File: config.mk
export PLATFORM = sky130hd
export DESIGN_NAME = sprt_cell
export DESIGN_NICKNAME = d
export VERILOG_FILES = /design/src/sprt_pkg.sv /design/src/sprt_cell.sv
export SDC_FILE = /design/constraint.sdc
export NUM_CORES = 1
export LEC_CHECK = 0
export ABC_AREA = 1
export ABC_CLOCK_PERIOD_IN_PS = 3000
export BUFFER_PORTS_ARGS = -buffer_cell sky130_fd_sc_hd__buf_2
export CORE_AREA = 2 2 255 257
export DETAILED_ROUTE_END_ITERATION = 16
export DIE_AREA = 0 0 257 259
export PLACE_DENSITY = 0.45
export SLEW_MARGIN = 20
export SYNTH_ARGS = -nofsm -noshare
export SYNTH_HDL_FRONTEND = slang
export SYNTH_SLANG_ARGS = --single-unit
export TNS_END_PERCENT = 20
File: constraint.sdc
create_clock -name clk -period 3 [get_ports clk]
set_clock_uncertainty 0.05 [all_clocks]
set_input_delay 0.3 -clock clk [delete_from_list [all_inputs] [get_ports clk]]
set_output_delay 0.3 -clock clk [all_outputs]
set_load 0.02 [all_outputs]
File: src/sprt_pkg.sv
// Shared types and constants for the sorted peer ring table.
// Used by sprt_cell, sprt_ctrl and sorted_peer_ring_table; no dependencies.
package sprt_pkg;

  localparam int KEY_W   = 16;
  localparam int ID_W    = 32;
  localparam int CMD_W   = 3;
  localparam int COUNT_W = 7;

  typedef enum logic [CMD_W-1:0] {
    OP_INSERT = 3'd0,
    OP_FIND   = 3'd1,
    OP_REMOVE = 3'd2,
    OP_NBR    = 3'd3,
    OP_CLEAR  = 3'd4
  } op_t;

  typedef enum logic [1:0] {
    ST_OK      = 2'd0,
    ST_MISSING = 2'd1,
    ST_FULL    = 2'd2,
    ST_EMPTY   = 2'd3
  } status_t;

  // Command token that walks down the chain, one cell per cycle.
  typedef struct packed {
    logic             act;        // token present
    op_t              op;
    logic [KEY_W-1:0] key;        // search key, or carried key on insert
    logic [ID_W-1:0]  id;         // carried id on insert
    logic             placed;     // insert: new entry already written
    logic             found;      // first match already seen
    logic [ID_W-1:0]  fid;        // id of the match
    logic             need_next;  // match seen, next neighbor not yet taken
    logic             at_head;    // match sits in cell 0
    logic [KEY_W-1:0] hk;         // head entry
    logic [ID_W-1:0]  hid;
    logic [KEY_W-1:0] lk;         // last live entry passed
    logic [ID_W-1:0]  lid;
    logic [KEY_W-1:0] pk;         // previous neighbor of the match
    logic [ID_W-1:0]  pid;
    logic [KEY_W-1:0] nk;         // next neighbor of the match
    logic [ID_W-1:0]  nid;
  } tok_t;

endpackage

File: src/sprt_cell.sv
// One table slot of the sorted peer ring table, plus its stage of the token chain.
// Depends on sprt_pkg.
module sprt_cell import sprt_pkg::*; #(
  parameter int IDX = 0,
  parameter int CW  = 7
) (
  input  logic             clk,
  input  logic             rst,
  input  logic [CW-1:0]    cnt,
  input  tok_t             tok_i,
  input  logic [KEY_W-1:0] right_key,
  input  logic [ID_W-1:0]  right_id,
  output tok_t             tok,
  output logic [KEY_W-1:0] key,
  output logic [ID_W-1:0]  id
);

  tok_t             tok_next;
  logic [KEY_W-1:0] key_next;
  logic [ID_W-1:0]  id_next;
  logic             live;
  logic             match;
  logic             swap;

  assign live = (CW'(IDX) < cnt);

  always_comb begin
    tok_next = tok_i;
    key_next = key;
    id_next  = id;
    match    = 1'b0;
    swap     = 1'b0;
    if (tok_i.act) begin
      case (tok_i.op)
        OP_INSERT: begin
          // take the carried entry at the first slot not below it, then ripple
          // up to and including the first free slot
          swap = tok_i.placed ? (CW'(IDX) <= cnt) : (!live || (key >= tok_i.key));
          if (swap) begin
            key_next        = tok_i.key;
            id_next         = tok_i.id;
            tok_next.key    = key;
            tok_next.id     = id;
            tok_next.placed = 1'b1;
          end
        end
        OP_FIND, OP_REMOVE, OP_NBR: begin
          if (live) begin
            match = !tok_i.found && (key == tok_i.key);
            if (match) begin
              tok_next.found     = 1'b1;
              tok_next.fid       = id;
              tok_next.pk        = tok_i.lk;
              tok_next.pid       = tok_i.lid;
              tok_next.at_head   = (IDX == 0);
              tok_next.need_next = 1'b1;
            end else if (tok_i.need_next) begin
              tok_next.nk        = key;
              tok_next.nid       = id;
              tok_next.need_next = 1'b0;
            end
            if (IDX == 0) begin
              tok_next.hk  = key;
              tok_next.hid = id;
            end
            tok_next.lk  = key;
            tok_next.lid = id;
            // close the gap: pull the right neighbor, not yet touched by the token
            if ((tok_i.op == OP_REMOVE) && (tok_i.found || match)) begin
              key_next = right_key;
              id_next  = right_id;
            end
          end
        end
        default: begin
        end
      endcase
    end
  end

  always_ff @(posedge clk) begin
    if (rst) begin
      tok.act <= 1'b0;
    end else begin
      tok.act <= tok_next.act;
    end
    tok.op        <= tok_next.op;
    tok.key       <= tok_next.key;
    tok.id        <= tok_next.id;
    tok.placed    <= tok_next.placed;
    tok.found     <= tok_next.found;
    tok.fid       <= tok_next.fid;
    tok.need_next <= tok_next.need_next;
    tok.at_head   <= tok_next.at_head;
    tok.hk        <= tok_next.hk;
    tok.hid       <= tok_next.hid;
    tok.lk        <= tok_next.lk;
    tok.lid       <= tok_next.lid;
    tok.pk        <= tok_next.pk;
    tok.pid       <= tok_next.pid;
    tok.nk        <= tok_next.nk;
    tok.nid       <= tok_next.nid;
    key           <= key_next;
    id            <= id_next;
  end

endmodule

Word-level counts from Yosys, hierarchy flattened
Index checks and enable logic that the tools add are counted.
Storage, ports and cells
  output and inout port bits: 328
  word-level logic and storage cells: 59
  input bits: 337
  register bits: 328
Cells by class
  equal/unequal tests: 7
  magnitude comparators: 3
  reductions and logical operators: 10
  mux-type cells: 20
Operators by type and width (count)
  $mux W227: 2
  $mux W276: 1
  $mux W48: 3
  $mux W49: 2
  $mux W32: 3
  $pmux W32 S2: 1
  $mux W16: 3
  $mux W33: 1
  $pmux W16 S2: 1
  $eq A16 B16 Y1: 1
  $ge A16 B16 Y1: 1
  $le A1 B7 Y1 const A: 1
  $lt A1 B7 Y1 const A: 1
  $eq A3 B2 Y1 const B: 2
  $ne A2 B2 Y1 const B: 3
  $reduce_and A5 Y1: 1
  $eq A3 B1 Y1 const B: 1
  $logic_not A3 Y1: 1
  $mux W1: 3
  $reduce_or A3 Y1: 1
  $logic_and A1 B1 Y1: 2
  $logic_not A1 Y1: 2
  $logic_or A1 B1 Y1: 2
  $reduce_bool A2 Y1: 1

Logic depth before layout (Yosys ltp)
Gate-level depths: netlist (run 1).
  word-level depth: 7
  gate-level depth with buffers: 16
  gate-level depth less buffers: 14

Least setup slack after synthesis (run 1)
OpenSTA, ideal clock, no wires.
  path kind: reg2reg
  from: register key[7]
  to: register id[0], enable pin
  clock period less this slack: 2.888 ns
  required time: 2.548 ns
  setup time: 0.402 ns
  arrival time: 2.435 ns
  path buffers: 0
  cell stages (with the launch flop): 12
  path slack: 0.112 ns
  cells stage by stage: edfxtp_1 > ha_1 > nand2_1 > inv_1 > nand2_1 > nor2_2 > nand2_2 > nand2_1 > nor2_1 > nand3_1 > nand2_1 > inv_1
On the way
  word-level cells in the longest chain between the ends: 6
  elaborated cells between the ends (all ways): 10
  those cells by class: order compare: 1; eq/ne: 3; mux: 1; reduce/logical: 5
Ends and longest elaborated chain
  start: declaration: RTL line sprt_cell.sv:14  | output logic [KEY_W-1:0] key,
  start signal: assignment: RTL line sprt_cell.sv:103  | key <= key_next;
  branches (longest 5 deep; another with $ge A16 B16 Y1)
  $reduce_and A5 Y1 (no line) (*)
  end signal: assignment: RTL line sprt_cell.sv:104  | id <= id_next;
  end: declaration: RTL line sprt_cell.sv:15  | output logic [ID_W-1:0] id
Every way passes the cells marked *.
A chain may end at the register's enable or synchronous reset.

==> reports/qor.yml, run 1 <==
io_buffers: 664
power_frac_comb: 0.160
yosys.area.top_type: "dfxtp_1"
crit_fanout: 74
min_path_type: "primary input to flop"
rows: 93
start_util: 0.1794
seqCellArea_mm2: 0.007047
synth_compound_area_frac: 0.08874
synth_area_per_cell_um2: 8.606
leakagePower_nw: 10.56
clk_latency_ns: 0.55
vias: 12770
place_area_mm2: 0.01571
synthArstFlopShare: 0
gp_congestion: 0.8828
cts_setup_buffers: 0
critical_path_class: "flop to flop"
postRouteAntennaNets: 0
synth_seq_area_share: 0.6147
synth_xor_area_frac: 0
synth_area_leaders: "dfxtp_1, nand2_1, edfxtp_1, o21ai_1, inv_1"
drc: 0
grt_setup_unrepaired: "no"
synth.area.mux_share: 0
dpl.cell_count: 2799
period_minus_slack_ns: 2.690
grt_pass1_vias: 13420
synthesis.area_mm2: 0.01146
synth_nets: 1685
p_switching_w: 0.003099
synth_seq_cells: 328
grtUsageTotal: 0.1540
dieHeight_um: 259
place_hpwl_mm: 38.29
wl_met2_mm: 26.96
grt_start_max_net_pins: 98
setup_viol: 0
synthSimpleGateAreaFrac: 0.2031
power_switching_share: 0.2696
viasPerCell: 3.947
seq_power_share: 0.422
clockPowerShare: 0.418
cts_sinks: 328
cts_resized: 0
die_width_um: 257
cts_tree: "built"
final.setup.tns_ns: 0
overflow: 0
routed.top_layer: "met5"
hold-worst-slack_ns: 0.05000
tightest_slew_ns: 0.8383
avgRoutedWirePerCell_um: 16.69
layout_commonest_cell: "buf_2"
dr.pass1.iters: 5
fin_cells: 3234
p_int_w: 0.008395
fin_area_mm2: 0.02061
synth_top_family_by_area: "simple AND/OR/NAND/NOR gates"
slew_violations: 0
wl_met3_mm: 3.246
synth_edf_count: 48
dieArea_mm2: 0.06656
synth_top_area_frac: 0.4890
arrival_ns: 3.06
ir_worst_vdd_uv: 312.4
cap_violations: 0
fin_ws_ns: 0.3096
h-tree-depth: 2
synth_fa_ha_area_frac: 0.01746
worstPathRequired_ns: 3.36
multi_input_area_mm2: 0.003567
fin_nets: 2700
final_cell_mix: "buf_2, nand2_1, dlygate4sd3_1"
status: "finished clean"
power_density_mw_per_mm2: 557.7
synthFlopType: "dfxtp_1"
hold_buffers: 361
synth_cells: 1332
clockBufferDepth: 3
area_growth_pct: 79.81
yosysWarnings: 0
route.final.wire_length_mm: 53.99
nFillCells: 6631
clk_pin_slew_ns: 0.06
met1_length_mm: 22.13
first_iter_violations: 727
startpoint_type: "flop"
hold_violations: 0
ios: 665
cp-end-kind: "flop"
final_min_period_over_clock_period: 0.8968
grt_pass1_wl_mm: 78.92
antenna_found_initial: 5
ys_types: 28
drive_gt1_frac: 0.3164
cts_inserted_buffers: 40
cts-root-buf: "clkbuf_16"
max_freq_mhz: 371.7
slew_headroom: 0.4411
pre_cts_ws_ns: 0.4408
core_mm2: 0.06388
-- cells in the mapped netlist (5+ instances only) --
master    number
nand2_1      513
dfxtp_1      280
inv_1        132
o21ai_1      116
o21ai_0       79
nand3_1       50
edfxtp_1      48
clkbuf_1      30
buf_2         16
ha_1          16
buf_4         12
nor2_1        10
buf_6          7
a21oi_1        5
-- registers in the layout, indices dropped and copies added (netlist names) --
signal and flops:
key 16, id 32, tok 280
-- stage by stage --
step	util	total power [W]
6_report	0.3227	0.01149
5_1_grt	0.3226	0.01199
4_1_cts	0.3226	0.01165
3_5_place_dp	0.2458	0.006400
3_3_place_gp	0.2458	0.006398
2_1_floorplan	-	0.005665
-- routing by layer --
metal,GRT usage,up-vias
met4,0.05588,4
met3,0.03329,100
met5,0,-
met1,0.1762,5936
li1,-,6217
met2,0.2806,509
-- cells by family (layout without fill, tap and decap cells) --
kind of cell             after synthesis  in the layout
AO/OA/AOI/OAI                        202            202
adder cells (fa/ha/maj)               16             16
buffers and inverters                200           1245
flip-flops                           328            328
other                                  0              2
AND/OR/NAND/NOR                      586            586
-- worst max-delay path: stages (launching register included) --
cell,delay [ns]
edfxtp_1,0.47
ha_1,0.33
nand2_1,0.07
inv_1,0.05
nand2_1,0.07
nor2_2,0.22
nand4_4,0.17
buf_12,0.21
nand2_1,0.13
o21ai_1,0.08
dlygate4sd3_1,0.58
-- path summary, 6_finish.rpt --
| path | start | endpoint | slack [ns] | cells after the start |
|---|---|---|---|---|
| min | right_id[5] | id[5] | 0.05 | 3 |
| max | key[7] | tok[49] | 0.31 | 10 |
| min reg2reg | id[22] | tok[166] | 0.50 | 2 |
| max reg2reg | key[7] | tok[49] | 0.31 | 10 |
-- cell type report --
class	instances	share of cell area
flip-flops and latches	328	0.3419
inverters	134	0.02452
well taps	855	0.05190
multi-input cells	804	0.1731
repair buffers	1039	0.3459
diodes	2	0.0002428
clock buffers	59	0.05755
clock inverters	13	0.004978
-- power groups by stage --
stage / Combinational [W] / Clock [W] / Sequential, W
floorplan: 0.000378 / 0 / 0.00529
global placement: 0.00146 / 0 / 0.00494
detailed placement: 0.00146 / 0 / 0.00494
CTS: 0.00184 / 0.00496 / 0.00485
global route: 0.00198 / 0.00513 / 0.00487
finish: 0.00184 / 0.00481 / 0.00485
No activity file was read; power rests on OpenSTA's default activity.
==> run 2: changes to the inputs <==
- ABC_CLOCK_PERIOD_IN_PS: 3000 -> 3050
- clock period: 3 -> 3.05 ns (I/O delays scaled with it)
==> reports/qor.yml, run 2 (same netlist as run 1, synthesis figures left out) <==
status: "finished clean"
cts_inserted_buffers: 41
gp_congestion: 0.8849
min_to: "key[10]"
drive_gt1_frac: 0.3167
rows: 93
regToRegSetupSlack_ns: 0.32
leakagePower_nw: 10.59
drc: 0
first_iter_violations: 729
slew_headroom: 0.4353
largest_reg_flops: 280
r2r-end: "tok[65]"
cts_tree: "built"
grt_pass1_vias: 13470
timing.rr.start: "key[15]"
hold_path_depth: 3
critical_path_class: "flop to flop"
arrival_ns: 3.12
cp-end-kind: "flop"
postRouteAntennaNets: 0
die_width_um: 257
vias: 12820
startpoint_type: "flop"
setup_viol: 0
crit_fanout: 87
cts_sinks: 328
layout_commonest_cell: "buf_2"
dieHeight_um: 259
final_min_period_over_clock_period: 0.8965
cts-root-buf: "clkbuf_16"
dr.pass1.iters: 6
grtUsageTotal: 0.1541
nFillCells: 6647
clk_latency_ns: 0.55
multi_input_area_mm2: 0.003567
max_freq_mhz: 365.7
largest_register: "tok"
start_util: 0.1794
place_hpwl_mm: 38.15
ir_worst_vdd_uv: 372.1
dieArea_mm2: 0.06656
worstPathRequired_ns: 3.44
min_path_type: "primary input to flop"
h-tree-depth: 2
seqCellArea_mm2: 0.007047
hold_violations: 0
avgRoutedWirePerCell_um: 16.56
ios: 665
hold-worst-slack_ns: 0.04233
route.final.wire_length_mm: 53.55
clk_pin_slew_ns: 0.06
clockBufferDepth: 3
tightest_slew_ns: 0.8470
fin_nets: 2700
grt_start_max_net_pins: 97
core_mm2: 0.06388
period_minus_slack_ns: 2.734
final.setup.tns_ns: 0
overflow: 0
reg_top3: "tok (280), id (32), key (16)"
min_from: "right_key[10]"
power_density_mw_per_mm2: 551.6
area_growth_pct: 80.08
grt_setup_unrepaired: "no"
io_buffers: 664
grt_pass1_wl_mm: 79.23
viasPerCell: 3.964
cap_violations: 0
antenna_found_initial: 5
final_cell_mix: "buf_2, nand2_1, dlygate4sd3_1"
slew_violations: 0
reg2reg_depth: 10
==> run 2: cell types whose count changed in the layout (fill, tap and decap cells not counted) <==
cell	previous run	this run
clkinv_1	2	0
inv_4	3	2
clkbuf_1	11	13
clkinvlp_4	2	0
clkinv_2	4	6
clkbuf_16	43	44
clkbuf_8	5	7
diode_2	2	1
buf_4	7	6
==> run 2: per-stage QoR <==
| stage | worst slack (ns) | util | power [W] | area (µm²) | std cells |
|---|---|---|---|---|---|
| 4_1_cts | 0.3756 | 0.3231 | 0.01155 | 20640 | 3233 |
| 3_3_place_gp | 0.5724 | 0.2457 | 0.006292 | 15700 | 2798 |
| 3_5_place_dp | 0.5212 | 0.2457 | 0.006295 | 15700 | 2798 |
| 5_1_grt | 0.1537 | 0.3231 | 0.01188 | 20640 | 3234 |
| 6_report | 0.3156 | 0.3231 | 0.01139 | 20640 | 3234 |
| 2_1_floorplan | 0.1621 | - | 0.005572 | 11460 | 1332 |
==> run 2: cell type report <==
class,instances,share of cell area
repair buffers,1038,0.3450
well taps,855,0.05182
inverters,134,0.02449
multi-input cells,804,0.1728
clock inverters,10,0.004061
clock buffers,64,0.06037
diodes,1,0.0001212
flip-flops and latches,328,0.3414
==> run 2: what timing repair did <==
action | CTS | global route
setup buffers | 0 | 0
hold buffers | 361 | 0
gates resized for setup | 0 | 0
endpoints found under the hold margin | 317 | 0
==> run 2: worst max-delay path by stage <==
stage	startpoint	endpoint	slack, ns	depth (start not counted)
2_1_floorplan	key[7]	id[0]	0.16	11
3_5_place_dp	key[15]	tok[242]	0.52	12
6_report	key[15]	tok[65]	0.32	10
4_1_cts	key[15]	tok[65]	0.38	10
5_1_grt	key[15]	tok[65]	0.15	10
3_3_place_gp	key[15]	tok[255]	0.57	12
==> run 2: power by group <==
part           switching, W  internal [W]
clock               0.00192       0.00289
combinational       0.00101      0.000797
sequential        0.0000921       0.00467
total               0.00302       0.00836
==> run 2: layer usage <==
| metal | GRT usage | share of wire |
|---|---|---|
| met4 | 0.06089 | 0.036 |
| met3 | 0.03456 | 0.068 |
| met1 | 0.1793 | 0.40 |
| met2 | 0.2740 | 0.49 |
| met5 | 0 | 0.00045 |
==> run 2: worst max-delay path: stages, from the launching register on <==
cell and delay [ns]:
edfxtp_1 0.45, ha_1 0.33, nand2_1 0.05, inv_1 0.06, nand2_1 0.12, nor2_4 0.20
nand4_4 0.16, buf_12 0.21, nand2_1 0.22, o21ai_1 0.08, dlygate4sd3_1 0.56
==> run 3: changes to the inputs <==
- CORE_AREA: 2 2 255 257 -> 2 2 260 262
- CTS_BUF_LIST: unset -> sky130_fd_sc_hd__clkbuf_2 sky130_fd_sc_hd__clkbuf_4 sky130_fd_sc_hd__clkbuf_8
- DIE_AREA: 0 0 257 259 -> 0 0 262 264
- PLACE_DENSITY: 0.45 -> 0.44
==> reports/qor.yml, run 3 (same netlist as run 1, synthesis figures left out) <==
status: "finished clean"
cts_resized: 0
core_mm2: 0.06656
final_min_period_over_clock_period: 0.8900
dpl.cell_count: 2821
place_hpwl_mm: 38.92
seq_power_share: 0.407
hold-worst-slack_ns: 0.1058
gp_congestion: 0.8704
fin_area_mm2: 0.02102
crit_fanout: 87
critical_path_class: "flop to flop"
grtUsageTotal: 0.1524
path_common_cell: "nand2_1"
slew_headroom: 0.5011
crit_chain: "ha_1 -> nand2_1 -> inv_1 -> nand2_1 -> nor2_4 -> nand4_4 -> buf_12 -> nand2_1 -> o21ai_1 -> dlygate4sd3_1"
period_minus_slack_ns: 2.714
critPathTopFamily: "buffers and inverters"
clk_pin_slew_ns: 0.06
power_density_mw_per_mm2: 557.1
overflow: 0
path_depth: 10
clockPowerShare: 0.437
ir_worst_vdd_uv: 310.2
hold_violations: 0
grt_setup_unrepaired: "no"
final_cell_mix: "buf_2, nand2_1, dlygate4sd3_1"
grt_start_max_net_pins: 88
p_int_w: 0.008560
avgRoutedWirePerCell_um: 16.61
cts-root-buf: "clkbuf_8"
max_stage_delay_ns: 0.56
rows: 95
place_area_mm2: 0.01577
startpoint: "key[14]"
max_freq_mhz: 368.4
dieArea_mm2: 0.06917
leakagePower_nw: 10.81
critPathCapture: "tok[64]"
grt_use_met3: 0.03512
reg_top3: "tok (280), id (32), key (16)"
timing.rr.start: "key[14]"
p_total_w: 0.01171
grt_pass1_wl_mm: 79.59
crit_buf_inv: 3
largest_reg_flops: 280
viasPerCell: 3.920
met1_usage: 0.1677
r2r-end: "tok[64]"
first_iter_violations: 580
cts_inserted_buffers: 66
worstPathRequired_ns: 3.51
clk_latency_ns: 0.62
ios: 665
setup_viol: 0
min_path_type: "primary input to flop"
die_width_um: 262
power_frac_comb: 0.156
met2_usage: 0.2738
nFillCells: 7021
clockBufferDepth: 3
largest_register: "tok"
route.final.wire_length_mm: 55.07
vias: 13000
fin_nets: 2744
dr.pass1.iters: 5
arrival_ns: 3.18
drc: 0
p_switching_w: 0.003148
cts_tree: "built"
cp-end-kind: "flop"
cap_violations: 0
h-tree-depth: 3
area_growth_pct: 83.34
slew_violations: 0
cts_sinks: 328
grt-busiest-layer: "met2"
tightest_slew_ns: 0.7483
antenna_found_initial: 2
layout_commonest_cell: "buf_2"
io_buffers: 664
start_util: 0.1722
dieHeight_um: 264
drive_gt1_frac: 0.3339
crit_slowest_cell: "dlygate4sd3_1"
regToRegSetupSlack_ns: 0.34
postRouteAntennaNets: 0
final.setup.tns_ns: 0
reg2reg_depth: 10
power_switching_share: 0.2689
fin_cells: 3316
grt_pass1_vias: 13670
startpoint_type: "flop"
run 3: cell count changes in the layout (fill, tap and decap cells not counted), sizes merged:
cell,previous run,this run
clkbuf,64,105
dlygate4sd3,361,375
buf,677,682
bufinv,1,4
clkinv,6,5
diode,1,2
inv,137,138
run 3: how the worst min path moves through the flow:
stage / from / end / slack (ns) / cells after the start
global placement: rst / tok[279] / 0.42 / 2
finish: tok_i[193] / tok[193] / 0.11 / 3
detailed placement: rst / tok[279] / 0.42 / 2
CTS: tok_i[193] / tok[193] / 0.05 / 3
floorplan: tok_i[276] / tok[276] / 0.28 / 0
global route: tok_i[193] / tok[193] / 0.10 / 3
run 3: timing repair:
item                                   CTS  global route
endpoints found under the hold margin  327             0
hold buffers                           375             0
buffers inserted                         0             0
run 3: worst reg2reg max path, stage by stage (launching register included):
cell and delay [ns]:
edfxtp_1 0.48, ha_1 0.33, nand2_1 0.05, inv_1 0.06, nand2_1 0.11, nor2_4 0.19, nand4_4 0.15, buf_12 0.20
nand2_1 0.36, o21ai_1 0.08, dlygate4sd3_1 0.56
run 3: stage by stage:
stage	utilization	setup slack, ns
global route	0.3157	0.2559
finish	0.3158	0.3356
floorplan	-	0.1621
CTS	0.3157	0.4396
detailed placement	0.2368	0.5658
global placement	0.2368	0.5579
run 3: per-layer routing:
layer  wire (µm)  share of wire
met1       21840           0.40
met2       27560           0.50
met3        3704          0.067
met4        1965          0.036
met5           0              0
run 3: layout make-up:
class	count	area, µm²	share of cell area
Timing Repair Buffer	1057	7312	0.3479
Sequential cell	328	7047	0.3353
Multi-Input combinational cell	804	3562	0.1695
Clock buffer	105	1308	0.06221
Tap cell	873	1092	0.05197
Inverter	134	505.5	0.02405
Clock inverter	13	186.4	0.008870
Antenna cell	2	5.005	0.0002381
run 3: power by group through the flow:
stage / Sequential [W] / Combinational (W) / Clock [W]
after floorplan: 0.00520 / 0.000372 / 0
after global placement: 0.00486 / 0.00144 / 0
after detailed placement: 0.00486 / 0.00144 / 0
after CTS: 0.00477 / 0.00183 / 0.00529
after global routing: 0.00479 / 0.00198 / 0.00550
final: 0.00477 / 0.00183 / 0.00511
