--- src/sprt_pkg.sv ---
// Shared types and constants for the sorted peer ring table.
// Used by sprt_cell, sprt_ctrl and sorted_peer_ring_table; no dependencies.
package sprt_pkg;

  localparam int KEY_W   = 16;
  localparam int ID_W    = 32;
  localparam int CMD_W   = 3;
  localparam int COUNT_W = 7;

  typedef enum logic [CMD_W-1:0] {
    OP_INSERT = 3'd0,
    OP_FIND   = 3'd1,
    OP_REMOVE = 3'd2,
    OP_NBR    = 3'd3,
    OP_CLEAR  = 3'd4
  } op_t;

  typedef enum logic [1:0] {
    ST_OK      = 2'd0,
    ST_MISSING = 2'd1,
    ST_FULL    = 2'd2,
    ST_EMPTY   = 2'd3
  } status_t;

  // Command token that walks down the chain, one cell per cycle.
  typedef struct packed {
    logic             act;        // token present
    op_t              op;
    logic [KEY_W-1:0] key;        // search key, or carried key on insert
    logic [ID_W-1:0]  id;         // carried id on insert
    logic             placed;     // insert: new entry already written
    logic             found;      // first match already seen
    logic [ID_W-1:0]  fid;        // id of the match
    logic             need_next;  // match seen, next neighbor not yet taken
    logic             at_head;    // match sits in cell 0
    logic [KEY_W-1:0] hk;         // head entry
    logic [ID_W-1:0]  hid;
    logic [KEY_W-1:0] lk;         // last live entry passed
    logic [ID_W-1:0]  lid;
    logic [KEY_W-1:0] pk;         // previous neighbor of the match
    logic [ID_W-1:0]  pid;
    logic [KEY_W-1:0] nk;         // next neighbor of the match
    logic [ID_W-1:0]  nid;
  } tok_t;

endpackage

--- src/sprt_ctrl.sv ---
// Command sequencer, entry count and result register of the sorted peer ring table.
// Depends on sprt_pkg; drives the head of the sprt_cell chain and takes its tail.
module sprt_ctrl import sprt_pkg::*; #(
  parameter int CAPACITY = 64,
  parameter int CW       = 7
) (
  input  logic               clk,
  input  logic               rst,
  input  logic               in_valid,
  output logic               in_stall,
  input  logic [CMD_W-1:0]   command,
  input  logic [KEY_W-1:0]   key,
  input  logic [ID_W-1:0]    peer_id,
  output logic               out_valid,
  input  logic               out_stall,
  output logic [1:0]         status,
  output logic [COUNT_W-1:0] count,
  output logic [ID_W-1:0]    found_id,
  output logic [KEY_W-1:0]   prev_key,
  output logic [ID_W-1:0]    prev_id,
  output logic [KEY_W-1:0]   next_key,
  output logic [ID_W-1:0]    next_id,
  output logic [CW-1:0]      cnt,
  output tok_t               tok,
  input  tok_t               ret
);

  typedef enum logic [2:0] {
    S_IDLE = 3'b001,
    S_RUN  = 3'b010,
    S_DONE = 3'b100
  } state_t;

  state_t           state, state_next;
  tok_t             fin;
  tok_t             tok_next;
  logic [CW-1:0]    cnt_next;
  logic             accept;
  logic             out_free;
  logic             out_load;
  logic             launch;
  status_t          res_status;
  logic [ID_W-1:0]  res_fid;
  logic [KEY_W-1:0] res_pk;
  logic [ID_W-1:0]  res_pid;
  logic [KEY_W-1:0] res_nk;
  logic [ID_W-1:0]  res_nid;

  assign out_free = !(out_valid && out_stall);
  assign in_stall = (state != S_IDLE) || !out_free;
  assign accept   = in_valid && !in_stall;

  always_comb begin
    state_next = state;
    cnt_next   = cnt;
    launch     = 1'b0;
    out_load   = 1'b0;
    res_status = ST_OK;
    res_fid    = '0;
    res_pk     = '0;
    res_pid    = '0;
    res_nk     = '0;
    res_nid    = '0;
    tok_next           = '0;
    tok_next.op        = op_t'(command);
    tok_next.key       = key;
    tok_next.id        = peer_id;
    case (state)
      S_IDLE: begin
        if (accept) begin
          case (op_t'(command))
            OP_INSERT: begin
              if (cnt == CW'(CAPACITY)) begin
                res_status = ST_FULL;
                out_load   = 1'b1;
              end else begin
                launch = 1'b1;
              end
            end
            OP_FIND, OP_REMOVE, OP_NBR: begin
              if (cnt == '0) begin
                res_status = ST_EMPTY;
                out_load   = 1'b1;
              end else begin
                launch = 1'b1;
              end
            end
            OP_CLEAR: begin
              cnt_next = '0;
              out_load = 1'b1;
            end
            default: begin
              out_load = 1'b1;
            end
          endcase
          if (launch) begin
            tok_next.act = 1'b1;
            state_next   = S_RUN;
          end
        end
      end
      S_RUN: begin
        if (ret.act) begin
          state_next = S_DONE;
        end
      end
      S_DONE: begin
        if (out_free) begin
          out_load   = 1'b1;
          state_next = S_IDLE;
          if (fin.op == OP_INSERT) begin
            cnt_next = cnt + 1'b1;
          end else if (!fin.found) begin
            res_status = ST_MISSING;
          end else begin
            res_fid = fin.fid;
            if (fin.op == OP_REMOVE) begin
              cnt_next = cnt - 1'b1;
            end else if (fin.op == OP_NBR) begin
              // ring wrap: head match takes the tail, last match takes the head
              res_pk  = fin.at_head ? fin.lk : fin.pk;
              res_pid = fin.at_head ? fin.lid : fin.pid;
              res_nk  = fin.need_next ? fin.hk : fin.nk;
              res_nid = fin.need_next ? fin.hid : fin.nid;
            end
          end
        end
      end
      default: begin
        state_next = S_IDLE;
      end
    endcase
  end

  always_ff @(posedge clk) begin
    if (rst) begin
      state     <= S_IDLE;
      cnt       <= '0;
      out_valid <= 1'b0;
    end else begin
      state   <= state_next;
      cnt     <= cnt_next;
      if (out_load) begin
        out_valid <= 1'b1;
      end else if (!out_stall) begin
        out_valid <= 1'b0;
      end
    end
  end

  always_ff @(posedge clk) begin
    if (rst) begin
      tok.act <= 1'b0;
    end else begin
      tok.act <= tok_next.act;
    end
    tok.op        <= tok_next.op;
    tok.key       <= tok_next.key;
    tok.id        <= tok_next.id;
    tok.placed    <= tok_next.placed;
    tok.found     <= tok_next.found;
    tok.fid       <= tok_next.fid;
    tok.need_next <= tok_next.need_next;
    tok.at_head   <= tok_next.at_head;
    tok.hk        <= tok_next.hk;
    tok.hid       <= tok_next.hid;
    tok.lk        <= tok_next.lk;
    tok.lid       <= tok_next.lid;
    tok.pk        <= tok_next.pk;
    tok.pid       <= tok_next.pid;
    tok.nk        <= tok_next.nk;
    tok.nid       <= tok_next.nid;
    if (state == S_RUN && ret.act) begin
      fin <= ret;
    end
    if (out_load) begin
      status   <= res_status;
      count    <= COUNT_W'(cnt_next);
      found_id <= res_fid;
      prev_key <= res_pk;
      prev_id  <= res_pid;
      next_key <= res_nk;
      next_id  <= res_nid;
    end
  end

  a_count_bound: assert property (@(posedge clk) disable iff (rst)
    cnt <= CW'(CAPACITY))
    else $error("entry count above capacity");

  a_count_moves_with_result: assert property (@(posedge clk) disable iff (rst)
    (cnt != $past(cnt)) |-> $past(out_load))
    else $error("entry count changed without a result");

  a_no_result_in_flight: assert property (@(posedge clk) disable iff (rst)
    (state == S_RUN) |-> (!out_load && in_stall))
    else $error("result or transfer while a token is in the chain");

  a_done_after_return: assert property (@(posedge clk) disable iff (rst)
    $rose(state == S_DONE) |-> $past(ret.act))
    else $error("finish without a returning token");

endmodule

--- config.mk ---
export PLATFORM = sky130hd
export DESIGN_NAME = sprt_ctrl
export DESIGN_NICKNAME = d
export VERILOG_FILES = /design/src/sprt_pkg.sv /design/src/sprt_ctrl.sv
export SDC_FILE = /design/constraint.sdc
export NUM_CORES = 1
export LEC_CHECK = 0
export BUFFER_PORTS_ARGS = -buffer_cell sky130_fd_sc_hd__buf_2
export CORE_AREA = 3 3 294 296
export DETAILED_ROUTE_END_ITERATION = 10
export DIE_AREA = 0 0 297 299
export GPL_ROUTABILITY_DRIVEN = 0
export PLACE_DENSITY = 0.45
export SYNTH_ARGS = -nofsm -noshare
export SYNTH_HDL_FRONTEND = slang
export SYNTH_SLANG_ARGS = --single-unit
export TNS_END_PERCENT = 20
--- constraint.sdc ---
create_clock -name clk -period 24.2 [get_ports clk]
set_input_delay 6.05 -clock clk [delete_from_list [all_inputs] [get_ports clk]]
set_output_delay 6.05 -clock clk [all_outputs]
set_load 0.005 [all_outputs]
======== Yosys cells after proc, flatten, opt, wreduce, memory -nomap -nowiden ========
Cells that the tools add are included.
word-level totals
  register bits after elaboration ......... 430
  bits of input ports ..................... 335
  output and inout bits ................... 426
  logic and storage cells ................. 101
operators by class
  $add $sub $neg .......................... 2
  equality and inequality tests ........... 16
  multiplexer cells ....................... 38
  bitwise gates (word level) .............. 5
  reductions and logical operators ........ 13
operators with widths
  kind                 number
  $mux 32              2
  $mux 7               6
  $mux 16              2
  $eq 3x2->1 const B   5
  $mux 1               14
  $pmux 7 s2           1
  $mux 3               4
  $pmux 3 s3           1
  $ne 2x2->1 const B   4
  $pmux 2 s2           2
  $add 7x1->7 const B  1
  $eq 7x7->1 const B   1
  $logic_not 7->1      1
  $sub 7x1->7 const B  1
  $eq 3x1->1 const B   2
  $eq 3x3->1 const B   2
  $logic_not 3->1      2
  $mux 2               3
  $pmux 1 s2           3
  $reduce_or 3->1      2
  $reduce_or 6->1      1
  $not 1->1            5
  $reduce_and 4->1     1
  $reduce_or 4->1      1
  other kinds (5)      7

======== Depth between registers and ports, before layout ========
Gate-level depths: netlist (run 1).
  depth in word-level cells ............... 9
  gate-level depth with buffers ........... 7
  mapped depth without buffers ............ 7

======== Worst setup path before layout (run 1) ========
No wires, ideal clock.
  path type ............................... input to register
  from .................................... input ret[279] in the netlist's numbering
  to ...................................... register fin[0] in the netlist's numbering, enable pin
  library setup time ...................... 1151 ps
  arrival time ............................ 22462 ps
  slack ................................... 587 ps
  stages .................................. 1
  path buffers ............................ 0
  cell sequence ........................... nor3b_1
on the way
  word-level cells in the longest chain between the ends .. 1
ends and longest elaborated chain
  what                    line              source
  start: declaration      sprt_ctrl.sv:25   input tok_t ret
  $logic_and 1x1->1       sprt_ctrl.sv:173  if (state == S_RUN && ret.act) begin
  end signal: assignment  sprt_ctrl.sv:174  fin <= ret;
  end: declaration        sprt_ctrl.sv:35   tok_t fin;
Every way passes these cells.
A chain may end at the register's enable or synchronous reset.

======== Final worst setup path (run 1) ========
  from .................................... input out_stall
  to ...................................... output in_stall
on the way
  word-level cells in the longest chain between the ends .. 2
ends and longest elaborated chain
  what                line             source
  start: declaration  sprt_ctrl.sv:15  input logic out_stall,
  $logic_and 1x1->1   sprt_ctrl.sv:49  assign out_free = !(out_valid && out_stall);
  $logic_or 1x1->1    sprt_ctrl.sv:50  assign in_stall = (state != S_IDLE) || !out_free;
  end: declaration    sprt_ctrl.sv:10  output logic in_stall,
Every way passes these cells.

==> key figures, run 1 <==
Outcome
  – Status: completed

Yosys
  – Prevailing post-synth register cell: edfxtp_1
  – #FFs+latches synth: 430
  – Post-Syn Area per Cell: 16.2 µm²
  – Sequential element share of the synthesized area: 75.1%
  – Post-synth top area share: 67.4%
  – Synth Instances: 1012
  – Synth top cells by count: edfxtp_1 (367), buf_4 (228), mux2i_1 (98)
  – Mapped Area: 16400 µm²
  – Post-synth EDFFs: 367
  – Most numerous cell in the Yosys netlist: edfxtp_1
  – Yosys warning count: 0
  – Yosys top cell by area: edfxtp_1
  – Netlist cell types: 46
  – FFs w/ async S/R, synth: 0%
  – Synth area leaders: edfxtp_1 (67%), buf_4 (10%), dfxtp_1 (7.7%)

Route
  – DR vias/cell: 3.35
  – WL/cell: 15.5 µm
  – Iter 0 DRT Violations: 391
  – DRC viols: 0
  – DRT Pass-1 Iters: 4
  – Routed Antenna Nets: 0
  – WL final: 42.0 mm
  – Vias: 9079

Placed design
  – Final HPWL from detailed placement: 29.4 mm
  – Pre-CTS setup slack: 11560 ps
  – Port buffer count: 483

Worst setup path
  – Peak fanout along the critical path: 5
  – CP endpoint kind: output pin
  – Req. time, crit path: 18150 ps
  – Type of the worst setup path: input pin to output pin
  – Startpoint Class: input pin
  – CP arrival: 6590 ps

STA
  – Unrepaired setup endpoints after global routing: no
  – Tmin final: 12640 ps
  – FMAX: 79.1 MHz
  – Max-slew violations: 0
  – Final clock skew: 45.7 ps
  – Post-route clock period utilization: 52.2%
  – Setup ws final: 11560 ps
  – Final Hold Vio Count: 0
  – Relative slew slack: 32.6%
  – Actual slew at the worst max-slew pin: 1010 ps
  – Setup TNS: 0 ps
  – Setup Viol. Count Final: 0

Finish
  – Final nets: 1865
  – Layout area overhead: 28.4%
  – Share of layout cells above drive strength 1: 37.8%
  – Layout fillers: 8797

Clocking
  – Cts repair resizes: 0
  – Deepest clock path buffer count: 3
  – Clock Pin Slew Worst Setup and Hold Paths: 60 ps
  – Hold-fix buffers at CTS: 0
  – Post-CTS setup buffers: 0
  – Worst-skew pair later-pin latency: 610 ps
  – H-tree levels: 2
  – CTS root buf: clkbuf_16
  – CTS buffer count: 50
  – CTS tree: built
  – Clock sink total: 430

GRT
  – Initial antenna violation count: 12
  – Largest net degree at the start of global routing: 137
  – GR Overflow Total: 0
  – Vias in the first global route: 9511
  – GRT Util Overall: 8.98%
  – First-pass GRT wire length: 60.3 mm

Floorplan
  – Row cnt: 106
  – Die X: 297 µm
  – Die area: 88800 µm²
  – Total I/O pin count: 761
  – DIE HEIGHT: 299 µm
  – Total core area: 83800 µm²
  – Starting Density: 19.5%

Power and ir drop
  – Maximum vdd drop: 56.3 µV
  – P_leak: 8.59 nW
  – P per Cell Area: 79.5 nW/µm²
  – Design Power: 0.00167 W

Worst hold path
  – Worst min-delay path class: register to register

Job
  – Maxcap violations: 0
[layer usage]
layer / vias to the layer above / wire [µm] / global-route usage [%]
li1: 4194 / - / -
met1: 4267 / 15000 / 9.58
met2: 526 / 20600 / 15.5
met3: 78 / 5210 / 4.45
met4: 14 / 1110 / 3.04
met5: - / 76 / 0
[flip-flops by register name, indices dropped and copies added, names as in the netlist]
name	cells
next_id	32
count	7
fin	230
prev_key	16
next_key	16
cnt	7
out_valid	1
prev_id	32
status	2
tok	52
state	3
found_id	32
[kinds of logic after synthesis]
kind of cell             after synthesis  synth area share [%]
flip-flops                           430                  75.1
adder cells (fa/ha/maj)                2                 0.153
multiplexers                          98                  6.00
other                                  1                0.0229
buffers and inverters                259                  11.5
XOR/XNOR                               1                0.0536
AND/OR/NAND/NOR                      196                  6.20
AO/OA/AOI/OAI                         25                  1.01
[metrics by stage]
stage                     cell area, µm²  instances  util (%)  hold slack (ps)
after global placement             19300       2610      23.0              501
after CTS                          21000       2702      25.0              515
final                              21000       2707      25.0              517
after detailed placement           19300       2610      23.0              502
after global routing               21000       2704      25.0              528
after floorplan                    17200       1239         -              497
[power by group]
group	internal, W	switching [W]
registers	0.000824	0.00000553
logic	0.0000291	0.0000415
clock network	0.000454	0.000315
total	0.00131	0.000362
[layout make-up]
cell class	instances	area, µm²	area share [%]
inverters	3	11.3	0.0536
clock buffers	61	1310	6.25
multi-input cells	550	3070	14.6
well taps	1134	1420	6.76
clock inverters	31	379	1.81
repair buffers	493	2500	11.9
diodes	5	12.5	0.0596
flip-flops and latches	430	12300	58.5
[placed cells by master (no fill, tap or decap), types with 2 or more instances in the layout]
cell type	n
clkinv_2	11
nand2b_1	3
or3b_2	2
edfxtp_1	367
and2_1	36
clkinv_16	2
clkbuf_8	2
or3_1	2
inv_6	3
mux2i_1	98
dfxtp_1	63
nand3_1	8
nor2_1	95
a31oi_1	4
nor3b_1	2
nor4_1	2
nor3_1	4
clkinvlp_4	5
o21ai_0	4
buf_4	9
inv_1	3
nand4b_1	2
nor2b_1	4
a211o_1	2
nand2_1	16
buf_2	483
clkbuf_1	9
clkbuf_16	50
clkinv_1	3
bufinv_16	6
conb_1	228
o21bai_1	2
ha_1	2
nor2_4	10
nor3b_2	2
a21oi_1	5
diode_2	5
[path summary, 6_finish.rpt]
| path | startpoint | endpoint | slack (ps) | depth (start not counted) |
|---|---|---|---|---|
| worst max-delay path | out_stall | in_stall | 11560 | 4 |
| worst min-delay path | fin[196]$_DFFE_PP_ | found_id[2]$_SDFFCE_PP0P_ | 520 | 1 |
| worst max register to register | cnt[1]$_SDFF_PP0_ | prev_key[5]$_SDFFCE_PP0P_ | 20610 | 8 |
| worst min register to register | fin[196]$_DFFE_PP_ | found_id[2]$_SDFFCE_PP0P_ | 520 | 1 |
[critical path: stages]
cell     delay [ps]
buf_2           130
nand2_1         160
nand2_1          90
buf_2           160
No activity file was read; power rests on OpenSTA's default activity.
==> run 2: changes to the inputs <==
==> constraint.sdc (replaced) <==
create_clock -name clk -period 11 [get_ports clk]
set_input_delay 2.75 -clock clk [delete_from_list [all_inputs] [get_ports clk]]
set_output_delay 2.75 -clock clk [all_outputs]
set_load 0.005 [all_outputs]
==> run 2 against run 1 <==
Net effect:
- first-iteration DRC count is 15% higher
- power grew 120%
- highest routed layer unchanged
- largest cell class unchanged
- largest power group unchanged
- critical path depth stayed put
==> key figures, run 2 (synthesis gave the netlist of run 1 again) <==
Outcome
  – Status: completed (unchanged)

Worst setup path
  – Type of the worst setup path: input pin to output pin (unchanged)
  – Worst r2r path cells: 8 (unchanged)
  – CP peak stage delay: 160 ps (about the same)
  – WP buf/inv: 2 (unchanged)
  – Req. time, crit path: 8250 ps (was 18150 ps)
  – Startpoint Class: input pin (unchanged)
  – Top Family by Delay on Critical Path: buffers and inverters (unchanged)
  – WP depth: 4 (unchanged)
  – Slowest CP cell: nand2_1 (unchanged)
  – CP arrival: 3270 ps (was 6590 ps)
  – CP cell instances: buf_2 > nand2_1 > nand2_1 > buf_2 (unchanged)
  – CP endpoint kind: output pin (unchanged)
  – Peak fanout along the critical path: 5 (unchanged)

Finish
  – Layout area overhead: 28.4% (about the same)
  – Biggest register: fin (unchanged)
  – Share of layout cells above drive strength 1: 37.6% (was 37.8%)
  – Regs by FF count: fin x230, tok x52 (unchanged)
  – Largest register FFs: 230 (unchanged)
  – Most common cell after layout, fill and taps aside: buf_2 (unchanged)
  – Final nets: 1866 (was 1865)
  – Area of the multi-input gates: 3080 µm² (was 3070 µm²)
  – FF+latch area: 12300 µm² (unchanged)
  – Commonest non-fill, non-tap cells in the layout: buf_2 (483), edfxtp_1 (367), conb_1 (228) (unchanged)
  – Layout fillers: 8816 (was 8797)

Route
  – Iter 0 DRT Violations: 451 (was 391)
  – WL final: 41.2 mm (was 42.0 mm)
  – Vias: 9087 (was 9079)
  – Routed Antenna Nets: 0 (unchanged)
  – DR vias/cell: 3.35 (about the same)
  – WL/cell: 15.2 µm (was 15.5 µm)
  – DRT Pass-1 Iters: 5 (was 4)
  – DRC viols: 0 (unchanged)

Floorplan
  – Die area: 88800 µm² (unchanged)
  – Row cnt: 106 (unchanged)
  – Total core area: 83800 µm² (unchanged)
  – DIE HEIGHT: 299 µm (unchanged)
  – Starting Density: 19.5% (unchanged)
  – Total I/O pin count: 761 (unchanged)
  – Die X: 297 µm (unchanged)

STA
  – Final Hold Vio Count: 0 (unchanged)
  – Unrepaired setup endpoints after global routing: no (unchanged)
  – Tmin final: 6020 ps
  – Setup Viol. Count Final: 0 (unchanged)
  – Post-route clock period utilization: 54.7%
  – Actual slew at the worst max-slew pin: 1090 ps (was 1010 ps)
  – FMAX: 166 MHz
  – Relative slew slack: 27.3% (was 32.6%)
  – Setup TNS: 0 ps (unchanged)
  – Max-slew violations: 0 (unchanged)
  – Final clock skew: 45.5 ps (was 45.7 ps)

GRT
  – Largest net degree at the start of global routing: 77 (was 137)
  – GR Overflow Total: 0 (unchanged)
  – Vias in the first global route: 9316 (was 9511)
  – First-pass GRT wire length: 59.3 mm (was 60.3 mm)
  – GRT Util Overall: 8.80% (was 8.98%)
  – Initial antenna violation count: 6 (was 12)

Clocking
  – H-tree levels: 2 (unchanged)
  – Cts repair resizes: 0 (unchanged)
  – Clock sink total: 430 (unchanged)
  – CTS tree: built (unchanged)
  – Hold-fix buffers at CTS: 0 (unchanged)
  – Deepest clock path buffer count: 3 (unchanged)
  – CTS buffer count: 51 (was 50)
  – Worst-skew pair later-pin latency: 610 ps (about the same)
  – Post-CTS setup buffers: 0 (unchanged)
  – Clock Pin Slew Worst Setup and Hold Paths: 60 ps (about the same)
  – CTS root buf: clkbuf_16 (unchanged)

Worst hold path
  – Min-Delay Path Depth: 1 (unchanged)
  – Worst min-delay path class: register to register (unchanged)

Power and ir drop
  – Design Power: 0.00366 W (was 0.00167 W)
  – Maximum vdd drop: 115 µV (was 56.3 µV)
  – P per Cell Area: 174 nW/µm² (was 79.5 nW/µm²)
  – P_leak: 8.62 nW (was 8.59 nW)

Placed design
  – Port buffer count: 483 (unchanged)
  – Final HPWL from detailed placement: 29.5 mm (was 29.4 mm)

Job
  – Maxcap violations: 0 (unchanged)
[run 2: cell count changes in the layout (fill, tap and decap cells not counted), sizes merged]
cell / before / now
clkbuf: 61 / 74
bufinv: 6 / 2
clkinv: 17 / 14
clkinvlp: 5 / 3
diode: 5 / 3
[run 2: cell type report]
type	instances	share of cell area, %
Sequential cell	430	58.5
Multi-Input combinational cell	550	14.6
Timing Repair Buffer	493	11.9
Clock buffer	74	7.12
Tap cell	1134	6.76
Clock inverter	22	1.05
Inverter	3	0.0536
Antenna cell	3	0.0357
[run 2: per-stage QoR]
| stage | cells | setup slack, ps | hold WS [ps] | area (µm²) | utilization [%] |
|---|---|---|---|---|---|
| floorplan | 1239 | 1960 | 497 | 17200 | - |
| global placement | 2610 | 4960 | 501 | 19300 | 23.0 |
| detailed placement | 2610 | 4980 | 502 | 19300 | 23.0 |
| CTS | 2706 | 4970 | 508 | 21000 | 25.0 |
| global route | 2706 | 4920 | 531 | 21000 | 25.0 |
| finish | 2709 | 4980 | 509 | 21000 | 25.1 |
[run 2: routing by layer]
| metal | GRT usage, % | up-vias | routed length (µm) |
|---|---|---|---|
| li1 | - | 4214 | - |
| met1 | 8.78 | 4307 | 14400 |
| met2 | 15.3 | 491 | 20300 |
| met3 | 5.02 | 67 | 5350 |
| met4 | 3.07 | 8 | 1120 |
| met5 | 0 | - | 66 |
[run 2: final timing paths]
check | slack (ps) | end | startpoint
setup / recovery | 4980 | in_stall | out_stall
hold reg to reg | 510 | found_id[21]$_SDFFCE_PP0P_ | fin[215]$_DFFE_PP_
hold / removal | 510 | found_id[21]$_SDFFCE_PP0P_ | fin[215]$_DFFE_PP_
setup reg to reg | 7470 | prev_id[4]$_SDFFCE_PP0P_ | cnt[0]$_SDFF_PP0_
[run 2: power breakdown]
part           switching (W)  internal, W
Combinational      0.0000893    0.0000640
Sequential         0.0000125      0.00181
Clock               0.000686     0.000997
==> run 3: changes to the inputs <==
--- a/config.mk
+++ b/config.mk
@@ -6,11 +6,11 @@
 export NUM_CORES = 1
 export LEC_CHECK = 0
 export BUFFER_PORTS_ARGS = -buffer_cell sky130_fd_sc_hd__buf_2
-export CORE_AREA = 3 3 294 296
+export CORE_AREA = 3 3 295 297
 export DETAILED_ROUTE_END_ITERATION = 10
-export DIE_AREA = 0 0 297 299
+export DIE_AREA = 0 0 298 300
 export GPL_ROUTABILITY_DRIVEN = 0
-export PLACE_DENSITY = 0.45
+export PLACE_DENSITY = 0.44
 export SYNTH_ARGS = -nofsm -noshare
 export SYNTH_HDL_FRONTEND = slang
 export SYNTH_SLANG_ARGS = --single-unit
==> constraint.sdc (replaced) <==
create_clock -name clk -period 5.8 [get_ports clk]
set_input_delay 1.45 -clock clk [delete_from_list [all_inputs] [get_ports clk]]
set_output_delay 1.45 -clock clk [all_outputs]
set_load 0.005 [all_outputs]
==> run 3 against run 2 <==
Net effect:
- hold slack improved by 3.4 ps
- largest power group unchanged
- sequential share of layout area fell by 0.36 points
- critical path type unchanged
- setup slack got worse by 2600 ps
- sequential power rose by 89%
- combinational power rose by 93%
- clock-buffer cell count fell by 8
==> key figures, run 3 (synthesis gave the netlist of run 1 again) <==
Clocking
  – H-tree levels: 2 (unchanged)
  – Worst-skew pair later-pin latency: 610 ps (about the same)
  – Cts repair resizes: 0 (unchanged)
  – CTS buffer count: 50 (was 51)
  – CTS root buf: clkbuf_16 (unchanged)
  – Post-CTS setup buffers: 0 (unchanged)
  – Clock sink total: 430 (unchanged)
  – Deepest clock path buffer count: 3 (unchanged)
  – CTS tree: built (unchanged)
  – Hold-fix buffers at CTS: 0 (unchanged)
  – Clock Pin Slew Worst Setup and Hold Paths: 60 ps (about the same)

Route
  – Vias: 9036 (was 9087)
  – DRC viols: 0 (unchanged)
  – Routed Antenna Nets: 0 (unchanged)
  – Iter 0 DRT Violations: 569 (was 451)
  – DR vias/cell: 3.32 (was 3.35)
  – DRT Pass-1 Iters: 5 (unchanged)
  – WL final: 42.0 mm (was 41.2 mm)
  – WL/cell: 15.4 µm (was 15.2 µm)

Worst setup path
  – CP peak stage delay: 160 ps (about the same)
  – Req. time, crit path: 4350 ps (was 8250 ps)
  – Critical path origin: out_stall (unchanged)
  – Top Family by Delay on Critical Path: buffers and inverters (unchanged)
  – Peak fanout along the critical path: 5 (unchanged)
  – CP endpoint kind: output pin (unchanged)
  – CP arrival: 1980 ps (was 3270 ps)
  – Type of the worst setup path: input pin to output pin (unchanged)
  – Startpoint Class: input pin (unchanged)
  – CP cell instances: buf_2 > nand2_1 > nand2_1 > buf_2 (unchanged)
  – WP buf/inv: 2 (unchanged)
  – Reg2Reg Launch Point: cnt[0]$_SDFF_PP0_ (unchanged)
  – Slowest CP cell: nand2_1 (unchanged)

STA
  – Setup TNS: 0 ps (unchanged)
  – Final clock skew: 28.6 ps (was 45.5 ps)
  – FMAX: 292 MHz
  – Fin Hold WS: 512 ps (was 509 ps)
  – Tmin final: 3430 ps
  – Post-route clock period utilization: 59.1%
  – Final Hold Vio Count: 0 (unchanged)
  – Unrepaired setup endpoints after global routing: no (unchanged)
  – Relative slew slack: 26.1% (was 27.3%)
  – Max-slew violations: 0 (unchanged)
  – Setup Viol. Count Final: 0 (unchanged)
  – Actual slew at the worst max-slew pin: 1110 ps (was 1090 ps)

Floorplan
  – Die X: 298 µm (was 297 µm)
  – Total I/O pin count: 761 (unchanged)
  – Row cnt: 107 (was 106)
  – Die area: 89400 µm² (was 88800 µm²)
  – DIE HEIGHT: 300 µm (was 299 µm)
  – Starting Density: 19.3% (was 19.5%)
  – Total core area: 84900 µm² (was 83800 µm²)

Placed design
  – Port buffer count: 483 (unchanged)
  – Final HPWL from detailed placement: 29.9 mm (was 29.5 mm)

Power and ir drop
  – P_int: 0.00560 W (was 0.00287 W)
  – NetSw: 0.00150 W (was 0.000787 W)
  – Maximum vdd drop: 225 µV (was 115 µV)
  – P per Cell Area: 336 nW/µm² (was 174 nW/µm²)
  – Power share of the clock group: 47.1% (was 46.0%)
  – Sw frac: 21.2% (was 21.5%)
  – Combinational share of power: 4.1% (was 4.2%)
  – Sequential Power Share: 48.8% (was 49.9%)
  – P_leak: 8.67 nW (was 8.62 nW)

Outcome
  – Status: completed (unchanged)

Finish
  – Final nets: 1867 (was 1866)
  – Regs by FF count: fin x230, tok x52 (unchanged)
  – Biggest register: fin (unchanged)
  – Share of layout cells above drive strength 1: 37.7% (was 37.6%)
  – Layout area overhead: 29.2% (was 28.4%)
  – Largest register FFs: 230 (unchanged)
  – Core Util, Final: 24.9% (was 25.1%)
  – Commonest non-fill, non-tap cells in the layout: buf_2 (483), edfxtp_1 (367), conb_1 (228) (unchanged)
  – Most common cell after layout, fill and taps aside: buf_2 (unchanged)

Worst hold path
  – Worst min-delay path class: register to register (unchanged)
  – Hold_sp: fin[216]$_DFFE_PP_ (was fin[215]$_DFFE_PP_)

GRT
  – First-pass GRT wire length: 59.8 mm (was 59.3 mm)
  – Largest net degree at the start of global routing: 134 (was 77)
  – Vias in the first global route: 9274 (was 9316)
  – Initial antenna violation count: 11 (was 6)
  – GRT Util Overall: 8.90% (was 8.80%)
  – GR Overflow Total: 0 (unchanged)

Job
  – Maxcap violations: 0 (unchanged)
[run 3: changes by cell type in the layout (fill, tap and decap cells not counted), sizes merged]
cell and change:
inv -2, clkbuf -8, buf +2, diode +1, clkinv +3, bufinv +6
clkinvlp -1
[run 3: power groups by stage]
stage               Combinational, W  Sequential [W]  Clock (W)
detailed placement          0.000299         0.00353          0
floorplan                   0.000178         0.00355          0
finish                      0.000295         0.00346    0.00334
global placement            0.000298         0.00353          0
global route                0.000328         0.00347    0.00360
CTS                         0.000300         0.00346    0.00348
[run 3: path summary, 6_finish.rpt]
| check | end | slack, ps | cells after the start |
|---|---|---|---|
| min reg2reg | found_id[22]$_SDFFCE_PP0P_ | 510 | 1 |
| max | in_stall | 2370 | 4 |
| min | found_id[22]$_SDFFCE_PP0P_ | 510 | 1 |
| max reg2reg | prev_id[8]$_SDFFCE_PP0P_ | 2440 | 8 |
[run 3: worst register-to-register path, stage by stage, from the launching register on]
cell	delay, ps
dfxtp_1	400
inv_1	100
ha_1	160
or3b_2	470
nor3_1	370
and2_1	270
o21bai_1	130
nand2_4	500
buf_4	600
[run 3: final cells by class]
type | instances | area [µm²]
antenna | 4 | 10.0
clock buffer | 66 | 1370
clock inverter | 28 | 407
fill | 8795 | 63700
inverter | 3 | 11.3
multi-input combinational | 550 | 3080
sequential | 430 | 12300
tap | 1144 | 1430
timing repair buffer | 495 | 2540
[run 3: stage by stage]
| step | total power (W) | setup WS (ps) | cells | area (µm²) |
|---|---|---|---|---|
| 6_report | 0.00710 | 2370 | 2720 | 21100 |
| 5_1_grt | 0.00739 | 2150 | 2718 | 21100 |
| 4_1_cts | 0.00724 | 2330 | 2716 | 21100 |
| 3_5_place_dp | 0.00383 | 1940 | 2622 | 19300 |
| 3_3_place_gp | 0.00382 | 1970 | 2622 | 19300 |
| 2_1_floorplan | 0.00372 | -1940 | 1239 | 17200 |
[run 3: metal layers]
metal / up-vias / global-route usage, % / wire length, µm
met5: - / 0 / 51
met4: 8 / 2.83 / 961
met3: 66 / 3.88 / 4520
met2: 493 / 16.0 / 21700
met1: 4270 / 9.31 / 14800
li1: 4199 / - / -
